File: config.mk
export PLATFORM = sky130hd
export DESIGN_NAME = multi_reader_broadcast_fifo_unit
export DESIGN_NICKNAME = d
export VERILOG_FILES = /design/src/sv/mrbf_pkg.sv /design/src/sv/mrbf_ctrl.sv /design/src/sv/mrbf_dp.sv /design/src/sv/multi_reader_broadcast_fifo_unit.sv
export SDC_FILE = /design/constraint.sdc
export NUM_CORES = 1
export LEC_CHECK = 0
export BUFFER_PORTS_ARGS = -buffer_cell sky130_fd_sc_hd__buf_2
export CORE_MARGIN = 2
export CORE_UTILIZATION = 50
export DETAILED_ROUTE_END_ITERATION = 8
export HOLD_SLACK_MARGIN = 0.15
export PLACE_DENSITY = 0.75
export SYNTH_ARGS = -nofsm -noshare
export SYNTH_HDL_FRONTEND = slang
export SYNTH_HIERARCHICAL = 1
export SYNTH_SLANG_ARGS = --single-unit
File: constraint.sdc
create_clock -name clk -period 7 [get_ports clk]
set_clock_uncertainty 0.1 [all_clocks]
set_input_delay 1.05 -clock clk [delete_from_list [all_inputs] [get_ports clk]]
set_output_delay 1.05 -clock clk [all_outputs]
set_load 0.01 [all_outputs]
File: src/sv/mrbf_pkg.sv
`timescale 1ns / 1ps

package mrbf_pkg;

  localparam int FUNC_W       = 1;
  localparam int READER_ID_W  = 3;
  localparam int DATA_FIELD_W = 64;
  localparam int STATUS_W     = 2;

  typedef enum logic [FUNC_W-1:0] {
    FUNC_INSERT = 1'b0,
    FUNC_REMOVE = 1'b1
  } func_t;

  typedef enum logic [STATUS_W-1:0] {
    ST_OK     = 2'd0,
    ST_NODATA = 2'd1,
    ST_FAIL   = 2'd2
  } status_t;

  typedef struct packed {
    logic capture;  // latch the incoming word
    logic commit;   // decide, update pointers, access the record store
    logic finish;   // load the result register
  } cmd_t;

endpackage

File: src/sv/mrbf_ctrl.sv
`timescale 1ns / 1ps

module mrbf_ctrl (
  input  logic          clk,
  input  logic          rst_n,
  input  logic          in_valid,
  output logic          in_stall,
  output logic          out_valid,
  input  logic          out_stall,
  output mrbf_pkg::cmd_t cmd
);

  typedef enum logic [1:0] {
    S_IDLE,
    S_EXEC,
    S_FIN
  } state_t;

  state_t state_r;
  logic   out_valid_r;
  logic   out_free;

  assign out_free  = !out_valid_r || !out_stall;
  assign in_stall  = (state_r != S_IDLE);
  assign out_valid = out_valid_r;

  always_comb begin
    cmd.capture = (state_r == S_IDLE) && in_valid;
    cmd.commit  = (state_r == S_EXEC) && out_free;
    cmd.finish  = (state_r == S_FIN);
  end

  always_ff @(posedge clk) begin
    if (!rst_n) begin
      state_r     <= S_IDLE;
      out_valid_r <= 1'b0;
    end else begin
      if (out_valid_r && !out_stall) begin
        out_valid_r <= 1'b0;
      end
      case (state_r)
        S_IDLE: begin
          if (in_valid) begin
            state_r <= S_EXEC;
          end
        end
        S_EXEC: begin
          // result slot must be free before anything is committed
          if (out_free) begin
            state_r <= S_FIN;
          end
        end
        S_FIN: begin
          out_valid_r <= 1'b1;
          state_r     <= S_IDLE;
        end
        default: begin
          state_r <= S_IDLE;
        end
      endcase
    end
  end

endmodule

File: src/sv/mrbf_dp.sv
`timescale 1ns / 1ps

module mrbf_dp #(
  parameter int DEPTH        = 16,
  parameter int READER_COUNT = 2,
  parameter int DATA_W       = 64
) (
  input  logic                                clk,
  input  logic                                rst_n,
  input  mrbf_pkg::cmd_t                      cmd,
  input  logic [mrbf_pkg::FUNC_W-1:0]         func,
  input  logic [mrbf_pkg::READER_ID_W-1:0]    reader_id,
  input  logic [DATA_W-1:0]                   data_in,
  output logic [mrbf_pkg::STATUS_W-1:0]       status,
  output logic [DATA_W-1:0]                   data_out
);

  localparam int IW  = (DEPTH > 1) ? $clog2(DEPTH) : 1;
  localparam int CW  = $clog2(DEPTH + 1);
  localparam int RIW = mrbf_pkg::READER_ID_W;
  localparam logic [IW:0]   DEPTH_X   = (IW + 1)'(DEPTH);
  localparam logic [CW-1:0] DEPTH_C   = CW'(DEPTH);
  localparam logic [IW-1:0] LAST_IDX  = IW'(DEPTH - 1);
  localparam logic [RIW:0]  READERS_X = (RIW + 1)'(READER_COUNT);

  // record store: written and read only at valid entries
  logic [DATA_W-1:0] mem [DEPTH];

  logic [mrbf_pkg::FUNC_W-1:0] func_r;
  logic [RIW-1:0]              rid_r;
  logic [DATA_W-1:0]           din_r;

  logic [IW-1:0] head_r, head_nxt;
  logic [IW-1:0] tail_r, tail_nxt;
  logic [CW-1:0] cnt_r,  cnt_nxt;
  // per reader: how many entries from the head this reader has already taken
  logic [CW-1:0] rd_cnt_r   [READER_COUNT];
  logic [CW-1:0] rd_cnt_nxt [READER_COUNT];

  mrbf_pkg::status_t st_r, st_c;
  logic              rd_ok_r;
  logic [DATA_W-1:0] rdata_r;
  logic [mrbf_pkg::STATUS_W-1:0] out_status_r;
  logic [DATA_W-1:0]             out_data_r;

  logic [CW-1:0] rc;
  logic          others_read;
  logic          bad_id;
  logic          ins_ok;
  logic          rm_ok;
  logic          retire;
  logic [IW:0]   pos_sum;
  logic [IW-1:0] pos;

  always_comb begin
    rc          = '0;
    others_read = 1'b1;
    for (int i = 0; i < READER_COUNT; i++) begin
      if (rid_r == RIW'(i)) begin
        rc = rd_cnt_r[i];
      end else if (rd_cnt_r[i] == '0) begin
        others_read = 1'b0;
      end
    end
  end

  assign bad_id = ({1'b0, rid_r} >= READERS_X);

  always_comb begin
    pos_sum = (IW + 1)'(head_r) + (IW + 1)'(rc);
    if (pos_sum >= DEPTH_X) begin
      pos_sum = pos_sum - DEPTH_X;
    end
    pos = pos_sum[IW-1:0];
  end

  always_comb begin
    st_c   = mrbf_pkg::ST_OK;
    ins_ok = 1'b0;
    rm_ok  = 1'b0;
    if (func_r == mrbf_pkg::FUNC_INSERT) begin
      if (cnt_r == DEPTH_C) begin
        st_c = mrbf_pkg::ST_FAIL;
      end else begin
        ins_ok = 1'b1;
      end
    end else if (bad_id) begin
      st_c = mrbf_pkg::ST_FAIL;
    end else if (rc >= cnt_r) begin
      st_c = mrbf_pkg::ST_NODATA;
    end else begin
      rm_ok = 1'b1;
    end
  end

  // head goes once the last reader takes it
  assign retire = rm_ok && (rc == '0) && others_read;

  always_comb begin
    head_nxt = head_r;
    tail_nxt = tail_r;
    cnt_nxt  = cnt_r;
    for (int i = 0; i < READER_COUNT; i++) begin
      rd_cnt_nxt[i] = rd_cnt_r[i];
    end
    if (cmd.commit) begin
      if (ins_ok) begin
        tail_nxt = (tail_r == LAST_IDX) ? '0 : tail_r + IW'(1);
        cnt_nxt  = cnt_r + CW'(1);
      end
      if (rm_ok) begin
        for (int i = 0; i < READER_COUNT; i++) begin
          if (rid_r == RIW'(i)) begin
            rd_cnt_nxt[i] = rd_cnt_nxt[i] + CW'(1);
          end
          if (retire) begin
            rd_cnt_nxt[i] = rd_cnt_nxt[i] - CW'(1);
          end
        end
        if (retire) begin
          head_nxt = (head_r == LAST_IDX) ? '0 : head_r + IW'(1);
          cnt_nxt  = cnt_r - CW'(1);
        end
      end
    end
  end

  always_ff @(posedge clk) begin
    if (!rst_n) begin
      head_r <= '0;
      tail_r <= '0;
      cnt_r  <= '0;
      for (int i = 0; i < READER_COUNT; i++) begin
        rd_cnt_r[i] <= '0;
      end
    end else begin
      head_r <= head_nxt;
      tail_r <= tail_nxt;
      cnt_r  <= cnt_nxt;
      for (int i = 0; i < READER_COUNT; i++) begin
        rd_cnt_r[i] <= rd_cnt_nxt[i];
      end
    end
  end

  always_ff @(posedge clk) begin
    if (cmd.capture) begin
      func_r <= func;
      rid_r  <= reader_id;
      din_r  <= data_in;
    end
    if (cmd.commit) begin
      st_r    <= st_c;
      rd_ok_r <= rm_ok;
    end
    if (cmd.finish) begin
      out_status_r <= st_r;
      out_data_r   <= rd_ok_r ? rdata_r : '0;
    end
  end

  always_ff @(posedge clk) begin
    if (cmd.commit && ins_ok) begin
      mem[tail_r] <= din_r;
    end
    if (cmd.commit && rm_ok) begin
      rdata_r <= mem[pos];
    end
  end

  assign status   = out_status_r;
  assign data_out = out_data_r;

endmodule

File: src/sv/multi_reader_broadcast_fifo_unit.sv
`timescale 1ns / 1ps

// Broadcast FIFO of DEPTH records shared by READER_COUNT readers; every reader
// gets every record once, in insertion order. func 0 appends data_in (status 2
// when full); func 1 returns the oldest record this reader has not yet taken
// (status 1 if none, status 2 for a reader id at or above READER_COUNT). The
// head record is freed once the last reader takes it. One word is accepted at
// a time and goes from accept to result through capture, decision plus record
// store access (one synchronous RAM port), and the result register load. A
// result left waiting on out_stall holds the next word in its decision step.
// Reset needs no clearing pass.
module multi_reader_broadcast_fifo_unit #(
  parameter int DEPTH        = 16,
  parameter int READER_COUNT = 2,
  parameter int DATA_W       = 64
) (
  input  logic        clk,
  input  logic        rst_n,
  input  logic        in_valid,
  output logic        in_stall,
  input  logic [0:0]  in_func,
  input  logic [2:0]  in_reader_id,
  input  logic [63:0] in_data_in,
  output logic        out_valid,
  input  logic        out_stall,
  output logic [1:0]  out_status,
  output logic [63:0] out_data_out
);

  localparam int OUT_W = mrbf_pkg::DATA_FIELD_W;

  mrbf_pkg::cmd_t    cmd;
  logic [DATA_W-1:0] dout;

  mrbf_ctrl u_ctrl (
    .clk       (clk),
    .rst_n     (rst_n),
    .in_valid  (in_valid),
    .in_stall  (in_stall),
    .out_valid (out_valid),
    .out_stall (out_stall),
    .cmd       (cmd)
  );

  mrbf_dp #(
    .DEPTH        (DEPTH),
    .READER_COUNT (READER_COUNT),
    .DATA_W       (DATA_W)
  ) u_dp (
    .clk       (clk),
    .rst_n     (rst_n),
    .cmd       (cmd),
    .func      (in_func),
    .reader_id (in_reader_id),
    .data_in   (in_data_in[DATA_W-1:0]),
    .status    (out_status),
    .data_out  (dout)
  );

  assign out_data_out = OUT_W'(dout);

endmodule
## After elaboration in Yosys (flattened, before gate mapping)

Memory sizes are Yosys's and may differ from the RTL's. A register that Yosys moved wholly into a read port is not among the register bits.
Cells that the tools add are included.

| word-level totals | value |
|---|---|
| register bits | 153 |
| latch bits | 0 |
| bits in writable memories | 1034 |
| ROM bits | 0 |
| input port bits | 72 |
| output and inout port bits | 68 |
| word-level logic and storage cells | 99 |
| memories kept | 2 |

Memory list:

| memory | depth | bits a word | rd ports | clocked after Yosys merged registers in | write ports | line | source |
|---|---|---|---|---|---|---|---|
| u_dp.mem | 16 | 64 | 1 | 1 | 1 | mrbf_dp.sv:27 | `logic [DATA_W-1:0] mem [DEPTH];` |
| u_dp.rd_cnt_r | 2 | 5 | 2 | 0 | 2 | mrbf_dp.sv:37 | `logic [CW-1:0] rd_cnt_r [READER_COUNT];` |

| cells by class | value |
|---|---|
| $add $sub $neg | 10 |
| $mul | 0 |
| div/mod/pow operators | 0 |
| $lt $le $gt $ge | 3 |
| equal/unequal tests | 8 |
| shift-type cells | 0 |
| mux-type cells | 42 |
| bitwise operators | 2 |
| reduce and logical (&&, ||, !) cells | 20 |

Operators with widths:

| operator | number |
|---|---|
| 5-bit two-way mux | 15 |
| 10-bit two-way mux | 2 |
| 1-bit two-way mux | 16 |
| 5-bit by 1-bit adder with 5-bit output, second input constant | 3 |
| 5-bit logical NOT | 3 |
| 5-bit by 1-bit subtractor with 5-bit output, second input constant | 3 |
| 4-bit two-way mux | 3 |
| 2-bit two-way mux | 5 |
| 4-bit by 1-bit adder with 4-bit output, second input constant | 2 |
| 4-bit == test, second input constant | 2 |
| 1-bit logical AND | 7 |
| 4-bit by 5-bit adder with 5-bit output | 1 |
| 5-bit == test, second input constant | 1 |
| 5-bit greater-or-equal comparator | 1 |
| 5-bit greater-or-equal comparator, second input constant | 1 |
| 2-bit case mux with 2 select lines | 1 |
| 2-bit AND reduction | 2 |
| 2-bit nonzero test | 2 |
| 4-bit by 1-bit subtractor with 4-bit output, second input constant | 1 |
| 3-bit by 1-bit == test with 1-bit output, second input constant | 1 |
| 3-bit by 2-bit greater-or-equal comparator with 1-bit output, second input constant | 1 |
| 3-bit logical NOT | 1 |
| 3-bit AND reduction | 1 |
| 2-bit by 1-bit == test with 1-bit output, second input constant | 1 |
| other kinds (7) | 9 |

## Logic depth before layout (Yosys ltp)

| logic depth | value |
|---|---|
| word-level depth | 14 |
| gate-level depth with buffers | 15 |
| mapped depth without buffers | 11 |

## Modules after synthesis

The synthesis kept the hierarchy.

By module, submodules not included:

| module | times used | cells each | area an instance (um^2) | seq. area each (um^2) |
|---|---|---|---|---|
| mrbf_dp | 1 | 2245 | 47271.6 | 37245.7 |
| mrbf_ctrl | 1 | 16 | 146.4 | 60.1 |

## Least setup slack after synthesis

Ideal clock, no wire load.

| timing path | value |
|---|---|
| kind | input to register |
| start | input port out_stall |
| end | memory u_dp.mem[3][0] (enable) |
| setup time | 564 ps |
| data arrival time | 6618 ps |
| data required time | 6336 ps |
| slack | -283 ps |
| stages on the path | 6 |
| buffers on the path | 0 |
| cells stage by stage | nand2_1 and3b_2 nor2b_1 a21boi_1 nand2_1 nor3_1 |

RTL lines:

| item | line | source |
|---|---|---|
| from (decl) | multi_reader_broadcast_fifo_unit.sv:25 | `input logic out_stall,` |
| to (decl) | mrbf_dp.sv:27 |  |

## Worst setup path after layout

| timing path | value |
|---|---|
| start | register u_dp.rid_r[0] |
| end | register u_dp.rdata_r[18], read port of u_dp.mem, data pin |

| between the ends | value |
|---|---|
| longest elaborated chain between the ends | 8 |
| elaborated cells between the ends (all ways) | 14 |
| those cells by class | 2 x add/sub; 3 x order compare; 1 x eq/ne; 6 x mux; 2 x reduce/logical |

RTL lines:

| item | line | source |
|---|---|---|
| from (decl) | mrbf_dp.sv:30 | `logic [RIW-1:0] rid_r;` |
| from (signal assigned) | mrbf_dp.sv:149 | `rid_r <= reader_id;` |
| branches (longest 8 deep; another with 4-bit by 5-bit adder with 5-bit output) | - |  |
| to (decl) | mrbf_dp.sv:42 | `logic [DATA_W-1:0] rdata_r;` |

Parallel ways; which one is timed is not known.
A chain may end at the register's enable or synchronous reset.

==> results summary <==
The final-layout setup total negative slack is 0 ns. The clock period minus worst slack came out at 5.592 ns. Among all stages on the critical path, the largest delay is contributed by sky130_fd_sc_hd__fa_4. In this run the remaining antenna-violating nets after routing total 0.

The number of rows in the core area is 112. The height of the die is 312.0 um. The share of total power consumed by net switching came out at 0.1966. The critical setup path kind is flop to flop. The vias after detailed routing is 23200. The number of flops mapped to enable cells by yosys came out at 1225.

The dominant synthesized flop cell is sky130_fd_sc_hd__edfxtp_1. After routing the design area is 0.05397 mm2. For this design the ratio of total power to cell area is 278.5 mW/mm2.

The count of H-tree levels built during CTS came out at 3. In this run, post-CTS hold repair placed 0 buffers. The type of element capturing the critical path is a flop. The number of I/O pins came out at 140. The flow ran to the end, and the final reports show no timing, DRC or antenna violations. The area taken by flip-flops and latches came out at 0.03731 mm2. The final number of max-transition violations is 0. Counting cells, the worst reg-to-reg path comes to 11.

The number of cells in the finished layout apart from fillers is 3810. The final routed wirelength across all metal layers is 106200 um. The number of buffers created by CTS is 118. The max-cap violation count came out at 0. Counting instances, the worst hold path has a depth of 0.

The total overflow left after global routing is 0. The per-cell via count in the routed design is 6.090. Compared with the post-synthesis result, the final layout area differs by 13.82%. The number of antenna violations at the first check in global routing was 4. Counting flops and latches in the post-synthesis netlist gives 1251.

The placer's final routability congestion estimate is 0.7957. The clock root buffer is sky130_fd_sc_hd__clkbuf_16. The die is 312.0 um wide. For this configuration, the core starts out at a cell density of 0.5065.

The number of gates on the worst path with buffers counted is 11. The count of final setup violators came out at 0. The internal power came out at 12080 uW. In the finished design, the share of the clock period the worst path needs comes to 0.7988. Grouping stages by cell kind, the critical path spends the most delay in adder cells. At the later pin of the worst-skew pair, clock insertion delay measures 0.71 ns. The iteration count of the initial detailed-routing pass came out at 6. The largest net degree at the start of global routing came out at 116. The worst voltage drop across the vdd grid is 0.0001905 V. The multi-input combinational cells in the finished layout cover a total of 0.009731 mm2. The final layout contains 2549 nets. Summed over all nets, the switching power comes to 2955 uW. STA classifies the critical path startpoint as a flop. The total global routing track utilization is 0.2186.

The final core area utilization is 0.5766. The signal on the critical path passes through nor3b_1, mux2i_1, buf_4, inv_1, ha_4, fa_4, buf_4, mux4_2, and2_1, a211oi_1, a31oi_1. For this block, the initial DRC count from the detailed router was 2736. The cell count after placement came out at 3588. The area after detailed placement is 0.05001 mm2. The actual slew at the worst max-slew pin came out at 1.304 ns. Dividing the detail-routed wire length by the instance count gives 27.88 um. Of the total power, the clock network draws 0.431. The share of synthesized area occupied by flip-flops and latches is 0.7867. The post-synthesis area per instance came out at 20.97 um2. The worst setup timing slack at the placement stage came out at 1.527 ns.

The number of hold violations in the final report came out at 0. The commonest non-fill, non-tap cell in the layout is sky130_fd_sc_hd__edfxtp_1. The logic gate share of total power came out at 0.010.

The first global-routing pass estimated 157500 um of wire. Setup slack on the critical path of the routed design comes to 1.408 ns. For this run, design rule violations remaining after detail routing come to 0. The sum of net half-perimeters after detailed placement is 53550 um.

The CTS tree is yes. The static power due to leakage came out at 0.01684 uW. The synthesized netlist cell count is 2261. Leaving out fill and tap cells, the most frequent cells in the layout are sky130_fd_sc_hd__edfxtp_1 (1225), sky130_fd_sc_hd__mux4_2 (256), sky130_fd_sc_hd__nand2_1 (153), sky130_fd_sc_hd__buf_2 (139), sky130_fd_sc_hd__and2_1 (134). The register clock-pin slew on the reported worst setup and hold paths is 0.07 ns.

The standard cell core area came out at 0.09361 mm2. The total of cells resized after clock tree synthesis came out at 0. The critical-path maximum fanout came out at 43. The number of different library cells in the post-synthesis netlist came out at 55.

The floorplan die area is 0.09732 mm2. After filler insertion, the fill cell instance count of the layout stands at 6559. The largest stage delay on the critical path came out at 1.36 ns. The number of global-route vias before repair is 24160. The number of setup buffers added after CTS came out at 0.

In the final layout, the share of cells above drive strength 1 is 0.2579. The count of synthesis-stage warnings from yosys is 6. The clock sink count came out at 1251. The required time at the endpoint of the critical path came out at 7.29 ns. The clock passes through at most 3 buffers. Data arrives at the worst endpoint at 5.89 ns. The worst-case headroom to the max-slew limit came out at 0.1288.

Setup repair after global routing left no endpoint under its margin. The most numerous cell on the critical path is sky130_fd_sc_hd__buf_4. The maximum clock rate came out at 178.8 MHz. The number of nets in the synthesized netlist is 2356. Of the total power, registers draw 0.558. The cell area that synthesis handed to floorplanning was 0.04742 mm2.

In this run the tool buffered the top-level ports with 139 buffer cells. The critical path contains buffers and inverters numbering 3 combined. The share of async-settable or async-resettable flops after synthesis came out at 0.

The class of the tightest hold or removal check is flop to flop.
-- logic make-up (layout without fill, tap and decap cells) --
logic type | count (synthesis) | count (layout) | synth area share
DFF | 1251 | 1251 | 0.7867
and+or+nand+nor | 378 | 378 | 0.04090
muxes | 272 | 272 | 0.1250
AOI/OAI and AO/OA | 186 | 186 | 0.02676
buffers and inverters | 139 | 433 | 0.01214
adders and majority gates | 23 | 23 | 0.006227
xor gates and xnor gates | 12 | 12 | 0.002216
other | 0 | 1 | 0
-- cells in the mapped netlist, types with 18 or more instances --
cell type                  count  area share
sky130_fd_sc_hd__and2_1      134       0.018
sky130_fd_sc_hd__edfxtp_1   1225        0.78
sky130_fd_sc_hd__clkbuf_1     89      0.0070
sky130_fd_sc_hd__mux4_2      256        0.12
sky130_fd_sc_hd__nand2_1     153       0.012
sky130_fd_sc_hd__a211oi_1     65       0.010
sky130_fd_sc_hd__buf_2        27      0.0028
sky130_fd_sc_hd__dfxtp_1      26       0.011
sky130_fd_sc_hd__a21oi_1      18      0.0019
sky130_fd_sc_hd__ha_1         22      0.0058
sky130_fd_sc_hd__nor2_1       30      0.0024
sky130_fd_sc_hd__a31oi_1      71      0.0094
-- per-layer routing --
metal	share of wire	track usage	vias to the layer above
met5	0	0	-
met4	0.022	0.06206	0
met3	0.089	0.03968	187
met2	0.50	0.3677	1236
met1	0.38	0.2960	12150
li1	-	-	9629
-- flip-flops by register name, summed over array words and instances, names as in the netlist --
name	count
u_dp/st_r	2
u_dp/head_r	4
u_ctrl/out_valid	1
u_dp/rd_ok_r	1
u_dp/rdata_r	64
u_dp/rid_r	3
u_dp/mem	1024
u_dp/cnt_r	5
u_dp/data_out	64
u_dp/rd_cnt_r	10
u_dp/status	2
u_ctrl/state_r	2
u_dp/tail_r	4
u_dp/func_r	1
u_dp/din_r	64
-- area by class of cell --
| type | count | area share |
|---|---|---|
| Multi-Input combinational cell | 871 | 0.1803 |
| Timing Repair Buffer | 194 | 0.02448 |
| Clock inverter | 75 | 0.01637 |
| Sequential cell | 1251 | 0.6912 |
| Antenna cell | 1 | 0.00004636 |
| Inverter | 18 | 0.001530 |
| Tap cell | 1254 | 0.02907 |
| Clock buffer | 146 | 0.05703 |
-- worst reg2reg max path, stage by stage (launching register included) --
cell                       delay (ns)
sky130_fd_sc_hd__edfxtp_1        0.55
sky130_fd_sc_hd__nor3b_1         1.08
sky130_fd_sc_hd__mux2i_1         0.28
sky130_fd_sc_hd__buf_4           0.23
sky130_fd_sc_hd__inv_1           0.10
sky130_fd_sc_hd__ha_4            0.17
sky130_fd_sc_hd__fa_4            1.36
sky130_fd_sc_hd__buf_4           0.53
sky130_fd_sc_hd__mux4_2          0.36
sky130_fd_sc_hd__and2_1          0.17
sky130_fd_sc_hd__a211oi_1        0.24
sky130_fd_sc_hd__a31oi_1         0.09
-- metrics by stage --
stage | total power (uW) | hold WS [ns]
finish | 15030 | 0.3149
global placement | 8689 | 0.3041
floorplan | 8586 | 0.3003
detailed placement | 8709 | 0.3079
CTS | 15130 | 0.3234
global route | 15430 | 0.3268
-- worst paths after layout --
kind	from	to	slack, ns
max reg2reg	u_dp/rid_r[0]	u_dp/rdata_r[18]	1.41
min	u_dp/st_r[0]	u_dp/status[0]	0.31
max	u_dp/rid_r[0]	u_dp/rdata_r[18]	1.41
min reg2reg	u_dp/st_r[0]	u_dp/status[0]	0.31
-- power by group through the flow --
stage	sequential, uW	combinational [uW]	clock, uW
2_1_floorplan	8520	68.0	0
3_3_place_gp	8540	150	0
3_5_place_dp	8550	154	0
4_1_cts	8400	156	6580
5_1_grt	8410	166	6850
6_report	8400	154	6480
No activity file was read; power rests on OpenSTA's default activity.
